===== src/hdl/tse_pkg.sv =====
// ----------------------------------------------------------------------------
// tse_pkg : shared types and constants of the TLS SNI extractor
// Parse phases, result layout and the word passed from parser to emitter.
// ----------------------------------------------------------------------------
`default_nettype none
package tse_pkg;

  localparam int POSITION_BITS = 18;
  localparam logic [POSITION_BITS-1:0] POS_MAX = {POSITION_BITS{1'b1}};
  localparam logic [7:0] CT_HANDSHAKE = 8'd22;
  localparam logic [7:0] HS_CLIENT_HELLO = 8'd1;
  localparam logic [7:0] MAJOR_TLS = 8'd3;
  localparam logic [POSITION_BITS-1:0] SID_POSITION = POSITION_BITS'(6 + 3 + 2 + 32);
  localparam logic [1:0] ST_OK = 2'd0;
  localparam logic [1:0] ST_SHORT = 2'd1;
  localparam logic [1:0] ST_BAD_VERSION = 2'd2;
  localparam int OUT_DATA_BITS = 72;
  localparam int QUEUE_DEPTH = 4;
  localparam int QUEUE_ABITS = 2;

  typedef logic [POSITION_BITS-1:0] pos_t;

  typedef enum logic [3:0] {
    PH_HEADER  = 4'd0,
    PH_SID     = 4'd1,
    PH_CS_HI   = 4'd2,
    PH_CS_LO   = 4'd3,
    PH_CM      = 4'd4,
    PH_EXTS_HI = 4'd5,
    PH_EXTS_LO = 4'd6,
    PH_TYPE_HI = 4'd7,
    PH_TYPE_LO = 4'd8,
    PH_ELEN_HI = 4'd9,
    PH_ELEN_LO = 4'd10,
    PH_NLEN_HI = 4'd11,
    PH_NLEN_LO = 4'd12,
    PH_NAME    = 4'd13,
    PH_DONE    = 4'd14
  } phase_t;

  // one classified byte: a name byte and/or a packet summary
  typedef struct packed {
    logic        name_valid;
    logic [7:0]  name_byte;
    logic        sum_valid;
    logic [1:0]  status;
    logic        is_https;
    logic [7:0]  rec_type;
    logic [7:0]  version_minor;
    logic [15:0] record_length;
    logic        handshake_present;
    logic [7:0]  hs_msg_type;
    logic        sni_found;
    logic [15:0] sni_length;
  } event_t;

  function automatic pos_t sat_add(input pos_t a, input logic [16:0] b);
    logic [POSITION_BITS:0] s;
    begin
      s = {1'b0, a} + (POSITION_BITS+1)'(b);
      sat_add = s[POSITION_BITS] ? POS_MAX : s[POSITION_BITS-1:0];
    end
  endfunction

endpackage
`default_nettype wire


===== src/hdl/tse_parser.sv =====
// ----------------------------------------------------------------------------
// tse_parser : front end of the TLS SNI extractor
// Track byte position and parse phase; classify each byte into an event.
// ----------------------------------------------------------------------------
`default_nettype none
module tse_parser (
  input  wire              clk,
  input  wire              rst_n,
  input  wire              in_valid,
  input  wire [7:0]        in_byte,
  input  wire              in_eop,
  input  wire              in_https,
  output tse_pkg::event_t  ev
);
  import tse_pkg::*;

  pos_t        pos_r, pos_nxt, nfp_r, nfp_nxt, ext_end_r, ext_end_nxt;
  pos_t        next_end_r, next_end_nxt, name_end_r, name_end_nxt;
  phase_t      ph_r, ph_nxt;
  logic [7:0]  lhb_r, lhb_nxt, hsb_r, hsb_nxt;
  logic [39:0] hdr_r, hdr_nxt;
  logic [15:0] nlen_r, nlen_nxt;
  logic        seen_r, seen_nxt;
  pos_t        nx;
  logic [15:0] v16;
  pos_t        cnt;
  logic        found, hs;

  always_comb begin
    pos_nxt = pos_r; nfp_nxt = nfp_r; ext_end_nxt = ext_end_r;
    next_end_nxt = next_end_r; name_end_nxt = name_end_r; ph_nxt = ph_r;
    lhb_nxt = lhb_r; hsb_nxt = hsb_r; hdr_nxt = hdr_r; nlen_nxt = nlen_r;
    seen_nxt = seen_r;
    nx = sat_add(pos_r, 17'd1);
    v16 = {lhb_r, in_byte};
    ev = '0;
    cnt = nx;
    hs = 1'b0; found = 1'b0;
    if (in_valid) begin
      if (pos_r != POS_MAX) begin
        if (ph_r == PH_HEADER) begin
          if (pos_r < pos_t'(5)) begin
            hdr_nxt[8*pos_r[2:0] +: 8] = in_byte;
          end else if (pos_r == pos_t'(5)) begin
            hsb_nxt = in_byte;
            if (hdr_r[7:0] == CT_HANDSHAKE && hdr_r[15:8] == MAJOR_TLS &&
                in_byte == HS_CLIENT_HELLO) begin
              ph_nxt = PH_SID;
              nfp_nxt = SID_POSITION;
            end else begin
              ph_nxt = PH_DONE;
            end
          end
        end else if (ph_r != PH_DONE && pos_r == nfp_r) begin
          nfp_nxt = nx;
          unique case (ph_r)
            PH_SID: begin
              nfp_nxt = sat_add(nx, {9'd0, in_byte}); ph_nxt = PH_CS_HI;
            end
            PH_CS_HI, PH_EXTS_HI, PH_TYPE_HI, PH_ELEN_HI, PH_NLEN_HI: begin
              lhb_nxt = in_byte; ph_nxt = phase_t'(ph_r + 4'd1);
            end
            PH_CS_LO: begin
              nfp_nxt = sat_add(nx, {1'b0, v16}); ph_nxt = PH_CM;
            end
            PH_CM: begin
              nfp_nxt = sat_add(nx, {9'd0, in_byte}); ph_nxt = PH_EXTS_HI;
            end
            PH_EXTS_LO: begin
              ext_end_nxt = sat_add(nx, {1'b0, v16});
              ph_nxt = (v16 == 16'd0) ? PH_DONE : PH_TYPE_HI;
            end
            PH_TYPE_LO: begin
              nlen_nxt = v16; ph_nxt = PH_ELEN_HI;
            end
            PH_ELEN_LO: begin
              if (nlen_r == 16'd0 && v16 >= 16'd5) begin
                next_end_nxt = sat_add(nx, {1'b0, v16});
                nfp_nxt = sat_add(nx, 17'd3);
                ph_nxt = PH_NLEN_HI;
              end else begin
                nfp_nxt = sat_add(nx, {1'b0, v16});
                ph_nxt = (nfp_nxt >= ext_end_r) ? PH_DONE : PH_TYPE_HI;
              end
            end
            PH_NLEN_LO: begin
              nlen_nxt = v16;
              name_end_nxt = sat_add(nx, {1'b0, v16});
              seen_nxt = 1'b1;
              ph_nxt = (v16 == 16'd0) ? PH_DONE : PH_NAME;
            end
            PH_NAME: begin
              ev.name_valid = 1'b1;
              ev.name_byte = in_byte;
              if (nx >= name_end_r) ph_nxt = PH_DONE;
            end
            default: ph_nxt = PH_DONE;
          endcase
        end
      end
      pos_nxt = nx;
      if (in_eop) begin
        ev.sum_valid = 1'b1;
        if (cnt < pos_t'(5)) begin
          ev.status = ST_SHORT; ev.is_https = in_https;
        end else if (hdr_nxt[15:8] != MAJOR_TLS) begin
          ev.status = ST_BAD_VERSION;
        end else begin
          hs = hdr_nxt[7:0] == CT_HANDSHAKE && cnt >= pos_t'(6);
          found = seen_nxt && next_end_nxt <= cnt && name_end_nxt <= cnt;
          ev.status = ST_OK;
          ev.is_https = in_https;
          ev.rec_type = hdr_nxt[7:0];
          ev.version_minor = hdr_nxt[23:16];
          ev.record_length = {hdr_nxt[31:24], hdr_nxt[39:32]};
          ev.handshake_present = hs;
          ev.hs_msg_type = hs ? hsb_nxt : 8'd0;
          ev.sni_found = found;
          ev.sni_length = found ? nlen_nxt : 16'd0;
        end
      end
    end
  end

  always_ff @(posedge clk) begin
    if (!rst_n || (in_valid && in_eop)) begin
      pos_r <= '0; nfp_r <= '0; ext_end_r <= '0; next_end_r <= '0;
      name_end_r <= '0; ph_r <= PH_HEADER; lhb_r <= '0; hsb_r <= '0;
      hdr_r <= '0; nlen_r <= '0; seen_r <= 1'b0;
    end else begin
      pos_r <= pos_nxt; nfp_r <= nfp_nxt; ext_end_r <= ext_end_nxt;
      next_end_r <= next_end_nxt; name_end_r <= name_end_nxt; ph_r <= ph_nxt;
      lhb_r <= lhb_nxt; hsb_r <= hsb_nxt; hdr_r <= hdr_nxt;
      nlen_r <= nlen_nxt; seen_r <= seen_nxt;
    end
  end

`ifndef SYNTHESIS
  a_name_only_in_name_phase: assert property (@(posedge clk) disable iff (!rst_n)
    ev.name_valid |-> ph_r == PH_NAME) else $error("name byte outside name phase");
  a_pos_monotone: assert property (@(posedge clk) disable iff (!rst_n)
    (in_valid && !in_eop) |=> pos_r >= $past(pos_r)) else $error("position went back");
  a_seen_implies_phase: assert property (@(posedge clk) disable iff (!rst_n)
    (ph_r == PH_NAME) |-> seen_r) else $error("name phase without length");
`endif
endmodule
`default_nettype wire


===== src/hdl/tse_emitter.sv =====
// ----------------------------------------------------------------------------
// tse_emitter : back end of the TLS SNI extractor
// Queue events and serialize them into result words, name byte first.
// ----------------------------------------------------------------------------
`default_nettype none
module tse_emitter (
  input  wire              clk,
  input  wire              rst_n,
  input  wire              ev_push,
  input  wire tse_pkg::event_t ev,
  output logic             ev_room,
  output logic             out_tvalid,
  input  wire              out_tready,
  output logic [tse_pkg::OUT_DATA_BITS-1:0] out_tdata,
  output logic             out_tlast,
  output logic             out_tuser
);
  import tse_pkg::*;

  event_t q_r [QUEUE_DEPTH];
  logic [QUEUE_ABITS-1:0] wr_r, rd_r;
  logic [QUEUE_ABITS:0]   cnt_r;
  logic                   name_done_r;
  event_t                 head;
  logic                   pop, beat, head_name;

  assign head = q_r[rd_r];
  assign head_name = head.name_valid && !name_done_r;
  // accept while a slot is free
  assign ev_room = cnt_r < (QUEUE_ABITS+1)'(QUEUE_DEPTH);
  assign out_tvalid = cnt_r != '0;
  assign beat = out_tvalid && out_tready;
  assign pop = beat && (!head_name || !head.sum_valid);

  always_comb begin
    out_tdata = '0;
    if (head_name) begin
      out_tdata[7:0] = head.name_byte;
      out_tuser = 1'b0;
      out_tlast = 1'b0;
    end else begin
      out_tdata[9:8]   = head.status;
      out_tdata[10]    = head.is_https;
      out_tdata[18:11] = head.rec_type;
      out_tdata[26:19] = head.version_minor;
      out_tdata[42:27] = head.record_length;
      out_tdata[43]    = head.handshake_present;
      out_tdata[51:44] = head.hs_msg_type;
      out_tdata[52]    = head.sni_found;
      out_tdata[68:53] = head.sni_length;
      out_tuser = 1'b1;
      out_tlast = 1'b1;
    end
  end

  always_ff @(posedge clk) begin
    if (ev_push) q_r[wr_r] <= ev;
  end

  always_ff @(posedge clk) begin
    if (!rst_n) begin
      wr_r <= '0; rd_r <= '0; cnt_r <= '0; name_done_r <= 1'b0;
    end else begin
      if (ev_push) wr_r <= wr_r + 1'b1;
      if (pop) rd_r <= rd_r + 1'b1;
      cnt_r <= cnt_r + (QUEUE_ABITS+1)'(ev_push) - (QUEUE_ABITS+1)'(pop);
      if (pop) name_done_r <= 1'b0;
      else if (beat) name_done_r <= 1'b1;
    end
  end

`ifndef SYNTHESIS
  a_no_overflow: assert property (@(posedge clk) disable iff (!rst_n)
    ev_push |-> cnt_r < (QUEUE_ABITS+1)'(QUEUE_DEPTH)) else $error("queue overflow");
  a_split_pair: assert property (@(posedge clk) disable iff (!rst_n)
    (beat && !pop) |=> out_tvalid && out_tuser) else $error("summary lost");
  a_count_bound: assert property (@(posedge clk) disable iff (!rst_n)
    cnt_r <= (QUEUE_ABITS+1)'(QUEUE_DEPTH)) else $error("count out of range");
`endif
endmodule
`default_nettype wire


===== src/hdl/tls_record_sni_extractor.sv =====
// The event of each byte is registered into the event queue, which offers its result word.
// Throughput: one byte per cycle while the event queue has room; the parser is a combinational compare/add step.
// A name byte that also ends a packet yields two words, the name byte first, then the summary.
// The four-entry event queue decouples the parser from the output stall.
// Reset (rst_n low, synchronous) clears the parse state and empties the queue.
// ----------------------------------------------------------------------------
// tls_record_sni_extractor : TLS ClientHello server name extractor
// Parse the record header and walk ClientHello extensions, emitting SNI bytes
// and a per-packet summary word.
// ----------------------------------------------------------------------------
`default_nettype none
module tls_record_sni_extractor (
  input  wire         clk,
  input  wire         rst_n,
  input  wire         in_tvalid,
  output logic        in_tready,
  input  wire  [7:0]  in_tdata,   // data_byte
  input  wire         in_tlast,   // end_of_packet
  input  wire         in_tuser,   // port_https
  output logic        out_tvalid,
  input  wire         out_tready,
  // name_byte[7:0] status[9:8] is_https[10] record type[18:11]
  // version_minor[26:19] record_length[42:27] handshake_present[43]
  // handshake message type[51:44] sni_found[52] sni_length[68:53] zero pad to 72
  output logic [tse_pkg::OUT_DATA_BITS-1:0] out_tdata,
  output logic        out_tlast,  // last
  output logic        out_tuser   // kind
);
  import tse_pkg::*;

  event_t ev;
  logic   room, acc;

  // accept while the queue has room; each accepted byte may push one event
  assign in_tready = room;
  assign acc = in_tvalid && in_tready;

  tse_parser u_parser (
    .clk(clk), .rst_n(rst_n), .in_valid(acc), .in_byte(in_tdata),
    .in_eop(in_tlast), .in_https(in_tuser), .ev(ev)
  );

  tse_emitter u_emitter (
    .clk(clk), .rst_n(rst_n), .ev_push(ev.name_valid || ev.sum_valid), .ev(ev),
    .ev_room(room), .out_tvalid(out_tvalid), .out_tready(out_tready),
    .out_tdata(out_tdata), .out_tlast(out_tlast), .out_tuser(out_tuser)
  );

`ifndef SYNTHESIS
  a_push_needs_accept: assert property (@(posedge clk) disable iff (!rst_n)
    (ev.name_valid || ev.sum_valid) |-> acc) else $error("event without byte");
  a_eop_gives_summary: assert property (@(posedge clk) disable iff (!rst_n)
    (acc && in_tlast) |-> ev.sum_valid) else $error("summary missing");
  a_last_is_summary: assert property (@(posedge clk) disable iff (!rst_n)
    out_tvalid |-> out_tlast == out_tuser) else $error("last without summary");
`endif
endmodule
`default_nettype wire


===== config.mk =====
export PLATFORM = sky130hd
export DESIGN_NAME = tls_record_sni_extractor
export DESIGN_NICKNAME = d
export VERILOG_FILES = /design/src/hdl/tse_pkg.sv /design/src/hdl/tse_parser.sv /design/src/hdl/tse_emitter.sv /design/src/hdl/tls_record_sni_extractor.sv
export SDC_FILE = /design/constraint.sdc
export NUM_CORES = 1
export LEC_CHECK = 0
export BUFFER_PORTS_ARGS = -buffer_cell sky130_fd_sc_hd__buf_2
export CAP_MARGIN = 20
export CORE_MARGIN = 1
export CORE_UTILIZATION = 43
export DETAILED_ROUTE_END_ITERATION = 7
export PLACE_DENSITY = 0.62
export SYNTH_ARGS = -nofsm -noshare
export SYNTH_HDL_FRONTEND = slang
export SYNTH_SLANG_ARGS = --single-unit
export TNS_END_PERCENT = 10

===== constraint.sdc =====
create_clock -name clk -period 7.6 [get_ports clk]
set_input_delay 0.38 -clock clk [delete_from_list [all_inputs] [get_ports clk]]
set_output_delay 0.38 -clock clk [all_outputs]
set_load 0.02 [all_outputs]

; ---- Yosys cells after proc, flatten, opt, wreduce, memory -nomap -nowiden
; Memories as Yosys holds them, arrays and structs flattened. A register that Yosys moved wholly into a read port is not among the register bits.
; Index checks and enable logic that the tools add are counted.
[totals]
mem_count = 1
regBits = 175
mem_bits_rw = 284
out_inout_bits = 76
word_cells = 167
inputBits = 14
[mem_list]
columns = memory, words, width, read_ports, rd_clocked_by_memory_dff, write_ports, line
row1 = u_emitter.q_r, 4, 71, 1, 1, 1, tse_emitter.sv:20  ; event_t q_r [QUEUE_DEPTH];
[op_classes]
n_lt_le_gt_ge = 9
n_eq_ne = 26
n_bitwise = 2
muxes = 70
reduce_logical = 32
shifts = 2
addsub = 10
[op_table]
columns = cell, count
row1 = 18-bit two-way mux, 21
row2 = 40-bit two-way mux, 4
row3 = 16-bit two-way mux, 5
row4 = 71-bit two-way mux, 1
row5 = 62-bit two-way mux, 1
row6 = 61-bit two-way mux, 1
row7 = 59-bit two-way mux, 1
row8 = 58-bit two-way mux, 1
row9 = 18-bit case mux with 3 select lines, 1
row10 = 8-bit two-way mux, 6
row11 = 40-bit bitwise mux, 1
row12 = "8-bit by 34-bit variable shift with 40-bit output, first input constant", 1
row13 = 8-bit by 34-bit indexed part select with 40-bit output, 1
row14 = 18-bit greater-or-equal comparator, 2
row15 = 18-bit <= comparator, 2
row16 = "18-bit by 3-bit < comparator with 1-bit output, second input constant", 2
row17 = 4-bit two-way mux, 9
row18 = 9-bit two-way mux, 4
row19 = 4-bit case mux with 9 select lines, 1
row20 = 6-bit negation with 34-bit output, 1
row21 = 16-bit zero test, 2
row22 = "4-bit == test, second input constant", 6
row23 = "18-bit by 1-bit adder with 19-bit output, second input constant", 1
row24 = 18-bit by 16-bit adder with 19-bit output, 1
row25 = other kinds (36), 75

; ---- Depth between registers and ports, before layout
[logic_depth]
word_depth = 21
ltp_mapped = 30
depth_no_buf = 25

; ---- Modules after synthesis
; From an unflattened synthesis, not the netlist that was laid out.
[hier_totals]
hier_cells = 2224
hier_area_um2 = 24472.2
[modules_own_cells]
columns = mod, seq_area_each_um2, area_per_inst_um2, cells_per_inst, instances
row1 = tse_parser, 3343.2, 12667.1, 1715, 1
row2 = tse_emitter, 8728.4, 11792.6, 507, 1
row3 = tls_record_sni_extractor, 0.0, 12.5, 2, 1

; ---- Least setup slack after synthesis
; OpenSTA, ideal clock, no wires.
[synth_path]
path_kind = register -> register
from = register u_parser.pos_r[0]
to = memory u_emitter.q_r[0][10] in the netlist's numbering (data pin)
synth_period_minus_slack_ps = 6222
arrival_time_ps = 6055
t_required_ps = 7433
setup_ps = 167
n_path_buf = 6
setup_slack_ps = 1378
path_stages_with_launch = 31
path_cell_list = dfxtp_1 -> ha_1 -> clkbuf_2 -> and4_1 -> nand4_4 -> nor3_2 -> buf_4 -> nor2_1 -> inv_1 -> fa_1 -> a21oi_1 -> o221ai_1 -> a31oi_1 -> o211ai_1 -> and3b_1 -> buf_2 -> buf_2 -> nor2b_1 -> a21oi_1 -> ha_1 -> a21o_1 -> a21o_1 -> a221oi_1 -> o211ai_1 -> a311oi_1 -> o21bai_1 -> a21o_1 -> a2111o_1 -> buf_2 -> buf_4 -> nor2_1
[synth_rtl]
columns = element, line
row1 = "start, declared", tse_parser.sv:17  ; pos_t pos_r, pos_nxt, nfp_r, nfp_nxt, ext_end_r, ext_end_nxt;
row2 = "start signal, assigned", tse_parser.sv:131  ; pos_r <= pos_nxt; nfp_r <= nfp_nxt; ext_end_r <= ext_end_nxt;
row3 = "end, declared", tse_emitter.sv:20

==> results.sh <==
export IMPL_grt_max_degree=79
export IMPL_setup_tns_ns=0
export IMPL_syn2layout_area_growth_pct=11.7
export IMPL_swShare_pct=30.0
export IMPL_die_h_um=239
export IMPL_yosysWarnings=0
export IMPL_final_core_util_pct=48.7
export IMPL_grt_pass1_vias=17600
export IMPL_dp_cells=3023
export IMPL_drv_slew=0
export IMPL_start_kind="flop"
export IMPL_die_x_um=239
export IMPL_hold_start="out_tready"
export IMPL_dieArea_sq_um=56900
export IMPL_path_class="flop to flop"
export IMPL_rsz0062_at_grt="false"
export IMPL_period_minus_slack_ns=7.09
export IMPL_grt_use_met2_pct=39.2
export IMPL_finalSetupViolations=0
export IMPL_outcome="finished, final reports clean"
export IMPL_ir_drop_v=0.000154
export IMPL_ys_types=92
export IMPL_cts_root_buf="clkbuf_16"
export IMPL_worstReg2RegStart="u_parser.pos_r[6]"
export IMPL_power_density_nw_per_um2=240
export IMPL_skew_ns=0.0332
export IMPL_syn_avg_cell_area_sq_um=10.6
export IMPL_num_antenna_cells=0
export IMPL_p_int_uw=4520
export IMPL_synth_common_cells="edfxtp_1, nand2_1, nor2_1, a21oi_1, dfxtp_1"
export IMPL_timing_slew_headroom_pct=29.3
export IMPL_power_leakage_uw=0.0100
export IMPL_clock_fmax_mhz=141
export IMPL_top_usage_layer="met2"
export IMPL_holdPathEnd="u_emitter.name_done_r"
export IMPL_gr_usage_met1_pct=34.7
export IMPL_synth_most_common_cell="edfxtp_1"
export IMPL_drive_gt1_share_pct=15.0
export IMPL_grt_overflow=0
export IMPL_synth_yosys_seq_area_share_pct=50.2
export IMPL_synthCells=2268
export IMPL_reg2regPathDepth=24
export IMPL_hold_viol_final=0
export IMPL_p_comb_share_pct=22.1
export IMPL_cts_sinks=461
export IMPL_rows=86
export IMPL_switchingPower_uw=1940
export IMPL_numCtsBuffers=48
export IMPL_clk_latency_ns=0.60
export IMPL_avgRoutedWirePerCell_um=22.6
export IMPL_p_clk_share_pct=34.7
export IMPL_r2r_end="u_emitter.q_r[3][7]"
export IMPL_drtAntennaViolNets=0
export IMPL_viasPerCell=5.82
export IMPL_track_usage_pct=24.6
export IMPL_core_area_sq_um=55200
export IMPL_drc=0
export IMPL_tightestPinTransition_ns=1.03
export IMPL_async_flop_share_pct=0
export IMPL_syn_area_sq_um=24100
export IMPL_design_portCount=90
export IMPL_worstPathMaxFanout=17
export IMPL_drt_first_pass_iters=5
export IMPL_dpl_hpwl_um=49100
export IMPL_num_vias=18100
export IMPL_period_share_pct=93.2
export IMPL_crit_path_end_kind="flop"
export IMPL_synthTopCellsByArea="edfxtp_1, dfxtp_1, mux4_2"
export IMPL_wl_um=70100
export IMPL_synth_enable_flop_cells=284
export IMPL_min_path_cells=3
export IMPL_max_cap_violations=0
export IMPL_synthFlopType="edfxtp_1"
export IMPL_clock_path_buffers=3
export IMPL_required_ns=7.99
export IMPL_rrSetupSlack_ns=0.51
export IMPL_hp_class="primary input to flop"
export IMPL_clk_pin_slew_worst_paths_ns=0.06
export IMPL_grt_util_met3_pct=2.84
export IMPL_ys_ff_latch=461
export IMPL_netlist_area_leader_share_pct=35.4
export IMPL_yosysTopAreaCell="edfxtp_1"
export IMPL_instances_no_fill=3109
export IMPL_antenna_found_initial=0
export IMPL_start_util_pct=43.6
export IMPL_seqPwrFrac_pct=43.2
export IMPL_crit_arrival_ns=7.48
export IMPL_drt_initial_drc_count=1571
export IMPL_io_buffers=86
export IMPL_final_nets=2447
export IMPL_grt_pass1_wl_um=107000
export IMPL_h_tree_depth=2
export IMPL_routabilityCongestion=0.948
export IMPL_cts_tree="built"
## power by group through the flow
stage,clock [uW],combinational (uW),sequential [uW]
after CTS,2280,1450,2790
after global routing,2370,1550,2800
final,2240,1430,2790
after floorplan,0,1030,2780
after global placement,0,1440,2840
after detailed placement,0,1440,2850
## metrics by stage
stage | hold WS [ns] | setup slack, ns | area, sq um | power, uW
6_report | 0.123 | 0.513 | 26900 | 6460
4_1_cts | 0.0956 | 0.482 | 26900 | 6520
3_5_place_dp | 0.445 | 0.509 | 25400 | 4290
2_1_floorplan | 0.426 | 1.38 | 24100 | 3820
3_3_place_gp | 0.433 | 0.642 | 25400 | 4280
5_1_grt | 0.117 | 0.0338 | 26900 | 6730
## logic make-up after synthesis
family	after synthesis	share of synthesized area (%)
simple gates	770	16.1
compound gates	496	12.7
flops	461	50.2
buf+inv	248	4.22
mux	132	9.23
fa+ha+maj	109	5.72
xor+xnor	51	1.86
other cells	1	0.0156
## how the worst max path moves through the flow
stage / start / endpoint / slack, ns / cells after the start
after floorplan: u_parser.pos_r[0] / u_emitter.q_r[0][10] / 1.38 / 30
after global placement: u_parser.pos_r[0] / u_emitter.q_r[0][2] / 0.64 / 24
after detailed placement: u_parser.pos_r[0] / u_emitter.q_r[0][7] / 0.51 / 24
after CTS: u_parser.pos_r[0] / u_emitter.q_r[3][7] / 0.48 / 26
after global routing: u_parser.pos_r[0] / u_emitter.q_r[1][10] / 0.03 / 25
final: u_parser.pos_r[6] / u_emitter.q_r[3][7] / 0.51 / 24
## critical path: stages (launching register included)
cell      delay (ns)
dfxtp_1         0.72
nand3_2         0.38
nor4_1          0.66
o21ai_1         0.39
inv_1           0.27
ha_1            0.33
a21oi_1         0.20
o221ai_1        0.18
nor2_1          0.49
o211ai_1        0.25
xnor2_1         0.28
nand2b_1        0.11
nand2_1         0.06
o21ai_0         0.08
ha_1            0.31
a21o_1          0.19
a21o_1          0.17
a21oi_1         0.24
o211ai_1        0.14
a311oi_1        0.28
o21bai_1        0.11
a21o_1          0.18
a2111o_1        0.36
buf_4           0.23
nor2_1          0.27
## what timing repair did
action                     in CTS  in global routing
setup endpoints to repair       0                 40
resized for setup               0                  1
hold endpoints to repair        0                  0
setup buffers                   0                  0
hold buffers                    0                  0
## metal layers
| metal | vias up | routed length [um] | part of all wire, % |
|---|---|---|---|
| li1 | 8424 | - | - |
| met1 | 8966 | 31700 | 45 |
| met2 | 576 | 32500 | 46 |
| met3 | 137 | 3530 | 5.0 |
| met4 | 0 | 2450 | 3.5 |
| met5 | - | 0 | 0 |
## registers in the layout (all words and copies together) (netlist names), 3 cells and up, named ones only
register	cells
u_parser.name_end_r	18
u_parser.ext_end_r	18
u_emitter.q_r	284
u_parser.lhb_r	8
u_emitter.cnt_r	3
u_parser.hdr_r	40
u_parser.hsb_r	8
u_parser.nlen_r	16
u_parser.next_end_r	18
u_parser.ph_r	4
u_parser.nfp_r	18
u_parser.pos_r	18
## layout by cell type, fill, tap and decap left out, types with 71 or more instances in the layout
| cell type | count |
|---|---|
| mux4_2 | 71 |
| nor2_1 | 197 |
| edfxtp_1 | 284 |
| inv_1 | 97 |
| o21ai_0 | 104 |
| ha_1 | 106 |
| a21oi_1 | 195 |
| buf_2 | 86 |
| dfxtp_1 | 175 |
| nor2b_1 | 76 |
| nand2_1 | 208 |
## final cells by class
class                   instances  area (sq um)
clock buffers                  69          1370
inverters                     100           380
multi-input cells            1561         11000
clock inverters                17           125
fillers                      5019         28300
repair buffers                153           933
flip-flops and latches        461         12100
well taps                     748           936
Power figures use the tool's default switching activity.
